<file path="config.mk">
export PLATFORM = sky130hd
export DESIGN_NAME = tga_rle_pixel_decoder
export DESIGN_NICKNAME = d
export VERILOG_FILES = /design/src/hdl/trle_pkg.sv /design/src/hdl/tga_rle_pixel_decoder.sv /design/src/hdl/trle_front.sv /design/src/hdl/trle_cmd_queue.sv /design/src/hdl/trle_back.sv
export SDC_FILE = /design/constraint.sdc
export NUM_CORES = 1
export LEC_CHECK = 0
export ABC_AREA = 1
export BUFFER_PORTS_ARGS = -buffer_cell sky130_fd_sc_hd__buf_2
export CORE_UTILIZATION = 38
export DETAILED_ROUTE_END_ITERATION = 10
export REMOVE_ABC_BUFFERS = 1
export SYNTH_ARGS = -nofsm -noshare
export SYNTH_HDL_FRONTEND = slang
export SYNTH_SLANG_ARGS = --single-unit
</file>
<file path="constraint.sdc">
create_clock -name clk -period 23.6 [get_ports clk]
set_input_delay 7.08 -clock clk [delete_from_list [all_inputs] [get_ports clk]]
set_output_delay 7.08 -clock clk [all_outputs]
set_load 0.005 [all_outputs]
</file>
<file path="src/hdl/trle_pkg.sv">
// Types and constants of the TGA run-length pixel decoder.
// Used by every RTL module of the block; depends on nothing.
package trle_pkg;

    localparam int CMD_QUEUE_DEPTH = 4;
    localparam logic [7:0] RUN_HEADER_MIN = 8'd128;
    localparam logic [7:0] RUN_HEADER_BIAS = 8'd127;
    localparam logic [15:0] MIN_WIDTH = 16'd4;
    localparam int CFG_INDEX_W = 3;
    localparam int CFG_DATA_W = 16;

    typedef enum logic [CFG_INDEX_W-1:0] {
        CFG_COMPRESSED_MODE = 3'd0,
        CFG_PIXEL_BITS      = 3'd1,
        CFG_IMAGE_WIDTH     = 3'd2,
        CFG_IMAGE_HEIGHT    = 3'd3,
        CFG_FLIP_ROWS       = 3'd4
    } cfg_index_t;

    localparam logic [1:0] PIX_GRAY = 2'd0;
    localparam logic [1:0] PIX_BGR  = 2'd1;
    localparam logic [1:0] PIX_BGRA = 2'd2;

    typedef struct packed {
        logic        compressed_mode;
        logic [1:0]  pixel_bits;
        logic [15:0] image_width;
        logic [15:0] image_height;
        logic        flip_rows;
    } cfg_t;

    // One command from the front end: an optional restart and an optional pixel.
    typedef struct packed {
        logic       clear;
        logic       has_pixel;
        logic [7:0] red;
        logic [7:0] green;
        logic [7:0] blue;
        logic [7:0] alpha;
        logic [7:0] count;
    } cmd_t;

endpackage

</file>
<file path="src/hdl/tga_rle_pixel_decoder.sv">
// Top level of the TGA run-length pixel decoder: configuration registers and
// the front end, command queue and span generator. Depends on trle_pkg.
//
//   Channel  Direction  Payload
//   s_*      in         tdata: data_byte; tuser: first_of_image
//   m_*      out        tdata: RGBA, out_row, out_column, span_length;
//                       tlast: last_of_item; tuser: image_done
//   cfg_*    in         write of one register: index, data
//
// The front end takes one byte per cycle while the command queue has room.
// The span generator emits one span per cycle while the receiver takes them,
// so a pixel yields one span per row that its run touches; a run over narrow
// rows fills the queue and then holds s_tready low.
// Reset is asynchronous and needs no clearing pass.
module tga_rle_pixel_decoder
    import trle_pkg::*;
#(
    parameter int QUEUE_DEPTH = CMD_QUEUE_DEPTH
)
(
    input  logic                   clk,
    input  logic                   rst_n,
    input  logic                   s_tvalid,
    output logic                   s_tready,
    input  logic [7:0]             s_tdata,   // [7:0] data_byte
    input  logic                   s_tuser,   // [0] first_of_image
    output logic                   m_tvalid,
    input  logic                   m_tready,
    // [7:0] red, [15:8] green, [23:16] blue, [31:24] alpha,
    // [47:32] out_row, [63:48] out_column, [71:64] span_length
    output logic [71:0]            m_tdata,
    output logic                   m_tlast,
    output logic                   m_tuser,   // [0] image_done
    input  logic                   cfg_we,
    input  logic [CFG_INDEX_W-1:0] cfg_index,
    input  logic [CFG_DATA_W-1:0]  cfg_wdata
);

    cfg_t cfg_reg;
    logic cmd_push;
    cmd_t cmd;
    logic queue_full;
    logic cmd_pop;
    logic head_valid;
    cmd_t head;

    always_ff @(posedge clk or negedge rst_n)
    begin
        if (!rst_n)
        begin
            cfg_reg.compressed_mode <= 1'b0;
            cfg_reg.pixel_bits <= PIX_BGRA;
            cfg_reg.image_width <= 16'd4;
            cfg_reg.image_height <= 16'd1;
            cfg_reg.flip_rows <= 1'b0;
        end
        else if (cfg_we)
        begin
            case (cfg_index)
                CFG_COMPRESSED_MODE: cfg_reg.compressed_mode <= cfg_wdata[0];
                CFG_PIXEL_BITS:      cfg_reg.pixel_bits <= cfg_wdata[1:0];
                CFG_IMAGE_WIDTH:     cfg_reg.image_width <= cfg_wdata;
                CFG_IMAGE_HEIGHT:    cfg_reg.image_height <= cfg_wdata;
                CFG_FLIP_ROWS:       cfg_reg.flip_rows <= cfg_wdata[0];
                default:             cfg_reg <= cfg_reg;
            endcase
        end
    end

    trle_front u_front (
        .clk            (clk),
        .rst_n          (rst_n),
        .cfg            (cfg_reg),
        .in_valid       (s_tvalid),
        .in_ready       (s_tready),
        .data_byte      (s_tdata),
        .first_of_image (s_tuser),
        .queue_full     (queue_full),
        .cmd_push       (cmd_push),
        .cmd            (cmd)
    );

    trle_cmd_queue #(
        .DEPTH (QUEUE_DEPTH)
    ) u_queue (
        .clk        (clk),
        .rst_n      (rst_n),
        .push       (cmd_push),
        .push_data  (cmd),
        .full       (queue_full),
        .pop        (cmd_pop),
        .head_valid (head_valid),
        .head       (head)
    );

    trle_back u_back (
        .clk        (clk),
        .rst_n      (rst_n),
        .cfg        (cfg_reg),
        .head_valid (head_valid),
        .head       (head),
        .pop        (cmd_pop),
        .out_valid  (m_tvalid),
        .out_ready  (m_tready),
        .out_data   (m_tdata),
        .out_last   (m_tlast),
        .out_done   (m_tuser)
    );

endmodule

</file>
<file path="src/hdl/trle_front.sv">
// Front end: parses packet headers and assembles pixels from the byte stream.
// Depends on trle_pkg; feeds commands to trle_cmd_queue.
module trle_front
    import trle_pkg::*;
(
    input  logic       clk,
    input  logic       rst_n,
    input  cfg_t       cfg,
    input  logic       in_valid,
    output logic       in_ready,
    input  logic [7:0] data_byte,
    input  logic       first_of_image,
    input  logic       queue_full,
    output logic       cmd_push,
    output cmd_t       cmd
);

    logic [7:0] packet_left_reg, packet_left_next;
    logic       packet_is_run_reg, packet_is_run_next;
    logic [1:0] byte_in_pixel_reg, byte_in_pixel_next;
    logic [7:0] pixel_bytes_reg [3];

    logic [7:0] pl_cur;
    logic       run_cur;
    logic [1:0] bip_cur;
    logic [1:0] last_idx;
    logic       accept;
    logic       complete;
    logic       pb_wr_en;
    logic [1:0] pb_wr_idx;

    assign in_ready = !queue_full;
    assign accept = in_valid && in_ready;

    always_comb
    begin
        case (cfg.pixel_bits)
            PIX_GRAY: last_idx = 2'd0;
            PIX_BGR:  last_idx = 2'd2;
            default:  last_idx = 2'd3;
        endcase
    end

    always_comb
    begin
        pl_cur = first_of_image ? 8'd0 : packet_left_reg;
        run_cur = first_of_image ? 1'b0 : packet_is_run_reg;
        bip_cur = first_of_image ? 2'd0 : byte_in_pixel_reg;
        packet_left_next = packet_left_reg;
        packet_is_run_next = packet_is_run_reg;
        byte_in_pixel_next = byte_in_pixel_reg;
        pb_wr_en = 1'b0;
        pb_wr_idx = (bip_cur == 2'd3) ? 2'd2 : bip_cur;
        complete = 1'b0;
        cmd = '0;
        cmd_push = 1'b0;
        if (accept)
        begin
            packet_left_next = pl_cur;
            packet_is_run_next = run_cur;
            byte_in_pixel_next = bip_cur;
            if (cfg.compressed_mode && pl_cur == 8'd0)
            begin
                if (data_byte < RUN_HEADER_MIN)
                begin
                    packet_left_next = data_byte + 8'd1;
                    packet_is_run_next = 1'b0;
                end
                else
                begin
                    packet_left_next = data_byte - RUN_HEADER_BIAS;
                    packet_is_run_next = 1'b1;
                end
            end
            else if (bip_cur < last_idx)
            begin
                pb_wr_en = 1'b1;
                byte_in_pixel_next = bip_cur + 2'd1;
            end
            else
            begin
                complete = 1'b1;
                byte_in_pixel_next = 2'd0;
                cmd.count = 8'd1;
                if (cfg.compressed_mode)
                begin
                    if (run_cur)
                    begin
                        cmd.count = pl_cur;
                        packet_left_next = 8'd0;
                    end
                    else
                    begin
                        packet_left_next = pl_cur - 8'd1;
                    end
                end
                case (cfg.pixel_bits)
                    PIX_GRAY:
                    begin
                        cmd.red = data_byte;
                    end
                    PIX_BGR:
                    begin
                        cmd.red = data_byte;
                        cmd.green = pixel_bytes_reg[1];
                        cmd.blue = pixel_bytes_reg[0];
                    end
                    default:
                    begin
                        cmd.red = pixel_bytes_reg[2];
                        cmd.green = pixel_bytes_reg[1];
                        cmd.blue = pixel_bytes_reg[0];
                        cmd.alpha = data_byte;
                    end
                endcase
            end
            cmd.clear = first_of_image;
            cmd.has_pixel = complete;
            cmd_push = complete || first_of_image;
        end
    end

    always_ff @(posedge clk or negedge rst_n)
    begin
        if (!rst_n)
        begin
            packet_left_reg <= '0;
            packet_is_run_reg <= 1'b0;
            byte_in_pixel_reg <= '0;
        end
        else
        begin
            packet_left_reg <= packet_left_next;
            packet_is_run_reg <= packet_is_run_next;
            byte_in_pixel_reg <= byte_in_pixel_next;
        end
    end

    always_ff @(posedge clk)
    begin
        if (pb_wr_en)
        begin
            pixel_bytes_reg[pb_wr_idx] <= data_byte;
        end
    end

endmodule

</file>
<file path="src/hdl/trle_cmd_queue.sv">
// Short command queue between the front end and the span generator.
// Depends on trle_pkg for the command type.
module trle_cmd_queue
    import trle_pkg::*;
#(
    parameter int DEPTH = CMD_QUEUE_DEPTH
)
(
    input  logic clk,
    input  logic rst_n,
    input  logic push,
    input  cmd_t push_data,
    output logic full,
    input  logic pop,
    output logic head_valid,
    output cmd_t head
);

    localparam int PTR_W = (DEPTH > 1) ? $clog2(DEPTH) : 1;
    localparam int CNT_W = $clog2(DEPTH + 1);

    cmd_t entries_reg [DEPTH];
    logic [PTR_W-1:0] wr_ptr_reg, wr_ptr_next;
    logic [PTR_W-1:0] rd_ptr_reg, rd_ptr_next;
    logic [CNT_W-1:0] count_reg, count_next;

    assign full = (count_reg == CNT_W'(DEPTH));
    assign head_valid = (count_reg != '0);
    assign head = entries_reg[rd_ptr_reg];

    always_comb
    begin
        wr_ptr_next = wr_ptr_reg;
        rd_ptr_next = rd_ptr_reg;
        count_next = count_reg;
        if (push)
        begin
            wr_ptr_next = (wr_ptr_reg == PTR_W'(DEPTH - 1)) ? '0 : wr_ptr_reg + 1'b1;
        end
        if (pop)
        begin
            rd_ptr_next = (rd_ptr_reg == PTR_W'(DEPTH - 1)) ? '0 : rd_ptr_reg + 1'b1;
        end
        if (push && !pop)
        begin
            count_next = count_reg + 1'b1;
        end
        else if (pop && !push)
        begin
            count_next = count_reg - 1'b1;
        end
    end

    always_ff @(posedge clk or negedge rst_n)
    begin
        if (!rst_n)
        begin
            wr_ptr_reg <= '0;
            rd_ptr_reg <= '0;
            count_reg <= '0;
        end
        else
        begin
            wr_ptr_reg <= wr_ptr_next;
            rd_ptr_reg <= rd_ptr_next;
            count_reg <= count_next;
        end
    end

    always_ff @(posedge clk)
    begin
        if (push)
        begin
            entries_reg[wr_ptr_reg] <= push_data;
        end
    end

endmodule

</file>
<file path="src/hdl/trle_back.sv">
// Back end: turns pixel commands into row-clipped spans, one per cycle unless stalled.
// Depends on trle_pkg; takes commands from trle_cmd_queue.
module trle_back
    import trle_pkg::*;
(
    input  logic        clk,
    input  logic        rst_n,
    input  cfg_t        cfg,
    input  logic        head_valid,
    input  cmd_t        head,
    output logic        pop,
    output logic        out_valid,
    input  logic        out_ready,
    output logic [71:0] out_data,
    output logic        out_last,
    output logic        out_done
);

    logic        active_reg, active_next;
    logic [7:0]  n_reg, n_next;
    logic [31:0] pixel_reg, pixel_next;
    logic [15:0] col_reg, col_next;
    logic [15:0] row_reg, row_next;
    logic        all_done_reg, all_done_next;
    logic        out_valid_reg, out_valid_next;
    logic [71:0] out_data_reg, out_data_next;
    logic        out_last_reg, out_last_next;
    logic        out_done_reg, out_done_next;

    logic [15:0] w;
    logic [15:0] h;
    logic        cur_clear;
    logic [7:0]  cur_n;
    logic [31:0] cur_pixel;
    logic [15:0] col0;
    logic [16:0] row0;
    logic        done0;
    logic        wrap0;
    logic [15:0] col1;
    logic [16:0] row1;
    logic        ends_pre;
    logic [15:0] room;
    logic [7:0]  len;
    logic [16:0] col2;
    logic        col_full;
    logic [16:0] row2;
    logic        done_span;
    logic [7:0]  n_left;
    logic        finish;
    logic        step;
    logic [15:0] dest_row;

    assign w = (cfg.image_width < MIN_WIDTH) ? MIN_WIDTH : cfg.image_width;
    assign h = (cfg.image_height == 16'd0) ? 16'd1 : cfg.image_height;

    assign cur_clear = !active_reg && head.clear;
    assign cur_n = active_reg ? n_reg : (head.has_pixel ? head.count : 8'd0);
    assign cur_pixel = active_reg ? pixel_reg : {head.alpha, head.blue, head.green, head.red};

    assign col0 = cur_clear ? 16'd0 : col_reg;
    assign row0 = cur_clear ? 17'd0 : {1'b0, row_reg};
    assign done0 = cur_clear ? 1'b0 : all_done_reg;
    assign wrap0 = (col0 >= w);
    assign col1 = wrap0 ? 16'd0 : col0;
    assign row1 = wrap0 ? row0 + 17'd1 : row0;
    assign ends_pre = (row1 >= {1'b0, h});

    assign room = w - col1;
    assign len = ({8'd0, cur_n} <= room) ? cur_n : room[7:0];
    assign col2 = {1'b0, col1} + {9'd0, len};
    assign col_full = (col2 >= {1'b0, w});
    assign row2 = row1 + 17'd1;
    assign done_span = col_full && (row2 >= {1'b0, h});
    assign n_left = cur_n - len;
    assign dest_row = cfg.flip_rows ? (h - 16'd1 - row1[15:0]) : row1[15:0];

    assign step = (active_reg || head_valid) && (!out_valid_reg || out_ready);

    always_comb
    begin
        active_next = active_reg;
        n_next = n_reg;
        pixel_next = pixel_reg;
        col_next = col_reg;
        row_next = row_reg;
        all_done_next = all_done_reg;
        out_valid_next = out_valid_reg && !out_ready;
        out_data_next = out_data_reg;
        out_last_next = out_last_reg;
        out_done_next = out_done_reg;
        finish = 1'b1;
        pop = 1'b0;
        if (step)
        begin
            col_next = col0;
            row_next = row0[15:0];
            all_done_next = done0;
            if (!done0 && cur_n != 8'd0)
            begin
                col_next = col1;
                row_next = row1[15:0];
                if (ends_pre)
                begin
                    all_done_next = 1'b1;
                end
                else
                begin
                    col_next = col_full ? 16'd0 : col2[15:0];
                    row_next = col_full ? row2[15:0] : row1[15:0];
                    all_done_next = done_span;
                    finish = (n_left == 8'd0) || done_span;
                    out_valid_next = 1'b1;
                    out_data_next = {len, col1, dest_row, cur_pixel};
                    out_last_next = finish;
                    out_done_next = done_span;
                end
            end
            pop = !active_reg;
            active_next = !finish;
            n_next = n_left;
            pixel_next = cur_pixel;
        end
    end

    always_ff @(posedge clk or negedge rst_n)
    begin
        if (!rst_n)
        begin
            active_reg <= 1'b0;
            col_reg <= '0;
            row_reg <= '0;
            all_done_reg <= 1'b0;
            out_valid_reg <= 1'b0;
        end
        else
        begin
            active_reg <= active_next;
            col_reg <= col_next;
            row_reg <= row_next;
            all_done_reg <= all_done_next;
            out_valid_reg <= out_valid_next;
        end
    end

    always_ff @(posedge clk)
    begin
        n_reg <= n_next;
        pixel_reg <= pixel_next;
        out_data_reg <= out_data_next;
        out_last_reg <= out_last_next;
        out_done_reg <= out_done_next;
    end

    assign out_valid = out_valid_reg;
    assign out_data = out_data_reg;
    assign out_last = out_last_reg;
    assign out_done = out_done_reg;

endmodule

</file>
==> impl_metrics.yaml <==
die:
  start_util_pct: 38.4
  core_area_um2: 56300
  die_area_um2: 57900
  fp.dieH_um: 241
  row_count: 87
  ioPinCount: 109
  die_w_um: 241
yosys:
  syn-cell-area_um2: 21600
  ys_ff_latch: 395
  synth_cell_type_count: 55
  synth.area.top_cells: "edfxtp_1, dfrtp_1, ha_1, nor2_1, nand2_1"
  synthCells: 2375
  syn-mean-instance-area_um2: 9.10
  synth_top_area_cell: "edfxtp_1"
  synthFlopType: "edfxtp_1"
  synth_top_area_share_pct: 42.5
  async_flop_share_pct: 22.5
  seq_area_frac_synth_pct: 52.8
  yosysWarnings: 0
  synth_enable_flop_cells: 306
timing:
  fin_crit_sh_pct: 52.6
  worst_pin_slew_ps: 1120
  setup_viol: 0
  fmax_mhz: 80.5
  slew_viol_final: 0
  fin_crit_ps: 12420
  timing.setup.tns_ps: 0
  finalHoldViolations: 0
  skew_ps: 33.7
  slew_headroom_pct: 25.1
  holdWs_ps: 485
  rsz0062_at_grt: "false"
clock_tree:
  cts_sinks: 395
  cts_tree: "built"
  clkTransAtPathRegs_ps: 60
  cts_buffers: 43
  cts_resized: 0
  clk_latency_ps: 600
  post_cts_buffers: 0
  cts_hold_buffers: 0
  clock_tree.root_cell: "clkbuf_16"
  htreeDepth: 2
  clockBufferDepth: 3
routing:
  m1WireLength_um: 27100
  wl_per_cell_um: 17.8
  via_count: 16480
  viasPerCell: 5.10
  wl_met2_um: 26300
  drt_iter0_drc: 1336
  drt_first_pass_iters: 6
  drc: 0
  finalWirelength_um: 57500
  routed.top_layer: "met4"
  dr_wl_met3_um: 3020
  ant_nets: 0
placed_design:
  io_buffers: 108
  dp_hpwl_um: 39800
  placed_cells: 3154
  gp_congestion: 0.904
  placed_area_um2: 22900
global_routing:
  grt_overflow: 0
  grt_pass1_wl_um: 89500
  track_usage_pct: 20.0
  antenna_found_initial: 1
  grt_pass1_vias: 15736
  grt_max_degree: 86
finish:
  final_cells: 3234
  area_growth_pct: 12.6
  final_area_um2: 24300
  multiInputGateArea_um2: 8660
  layout.nets: 2610
  largest_reg_flops: 168
  nFillCells: 5481
  seq_area_um2: 11400
  drive_gt1_share_pct: 11.1
  layout_common_cells: "nand2_1, nor2_1, edfxtp_1, inv_1, o21ai_0"
worst_setup_path:
  crit_path_start_kind: "flop"
  slowest_stage: "nor2_1"
  critPathKind: "reg -> reg"
  cp_max_fo: 85
  crit_required_ps: 24120
  crit_top_cell: "nand2_1"
  slowest_delay_ps: 850
  end_kind: "flop"
  arrival_ps: 12940
run_status:
  status: "finished clean"
hold_path:
  min_path_type: "reg -> reg"
run:
  drv_cap: 0
==> worst max-delay path, delay by kind of cell, from the launching register on <==
kind | cells | cell delay (ps)
simple gates | 30 | 5520
buf+inv | 7 | 1440
fa+ha+maj | 6 | 1790
compound gates | 14 | 2690
flops | 1 | 590
xor+xnor | 1 | 240
==> synthesized netlist by cell type (7+ instances only) <==
cell type	instances
nor3_1	34
o21ai_0	204
edfxtp_1	306
nor2_2	15
clkbuf_1	73
inv_2	15
o211ai_1	20
a21o_1	7
nand2_1	365
inv_1	287
nand3_1	57
xor2_1	37
a31oi_1	42
xnor2_1	11
nor2_1	370
dfrtp_1	86
ha_1	129
o22ai_1	12
nand4_1	28
nand2_2	14
nor4_1	10
buf_1	7
a21oi_1	141
buf_2	15
o21ai_1	15
==> metal layers <==
layer / up-vias / track usage [%]
met5: - / 0
met4: 0 / 4.71
met3: 75 / 2.81
met2: 419 / 32.0
met1: 7871 / 28.7
li1: 8115 / -
==> path summary, 6_finish.rpt <==
check                      cells after the start                  start                  to  slack (ps)
min in group asynchronous                      1                  rst_n  u_back.col_reg[10]        6470
hold / removal                                 2      u_back.col_reg[8]   u_back.col_reg[8]         480
hold reg to reg                                2      u_back.col_reg[8]   u_back.col_reg[8]         480
setup reg to reg                              58  u_queue.rd_ptr_reg[0]   u_back.col_reg[9]       11180
setup / recovery                              58  u_queue.rd_ptr_reg[0]   u_back.col_reg[9]       11180
max in group asynchronous                      2                  rst_n   u_back.row_reg[3]       15960
==> kinds of logic after synthesis <==
group,Yosys count,share of synthesized area (%)
simple gates,915,17.8
fa+ha+maj,134,7.93
mux,1,0.0521
buf+inv,408,7.37
xor+xnor,49,2.02
compound gates,473,12.0
flops,395,52.8
==> stage by stage <==
stage	worst slack, ps	util, %
2_1_floorplan	5220	-
3_3_place_gp	11690	40.6
3_5_place_dp	11330	40.6
4_1_cts	11280	43.2
5_1_grt	10030	43.2
6_report	11180	43.2
==> cell type report <==
cell class,count,share of cell area (%)
Sequential cell,395,46.9
Tap cell,756,3.89
Inverter,305,4.71
Clock inverter,25,1.25
Timing Repair Buffer,126,2.79
Antenna cell,1,0.0103
Clock buffer,54,4.84
Multi-Input combinational cell,1572,35.6
Power is not shown: default switching activity piles up to over one toggle a cycle in this logic, so the estimate is an artifact.
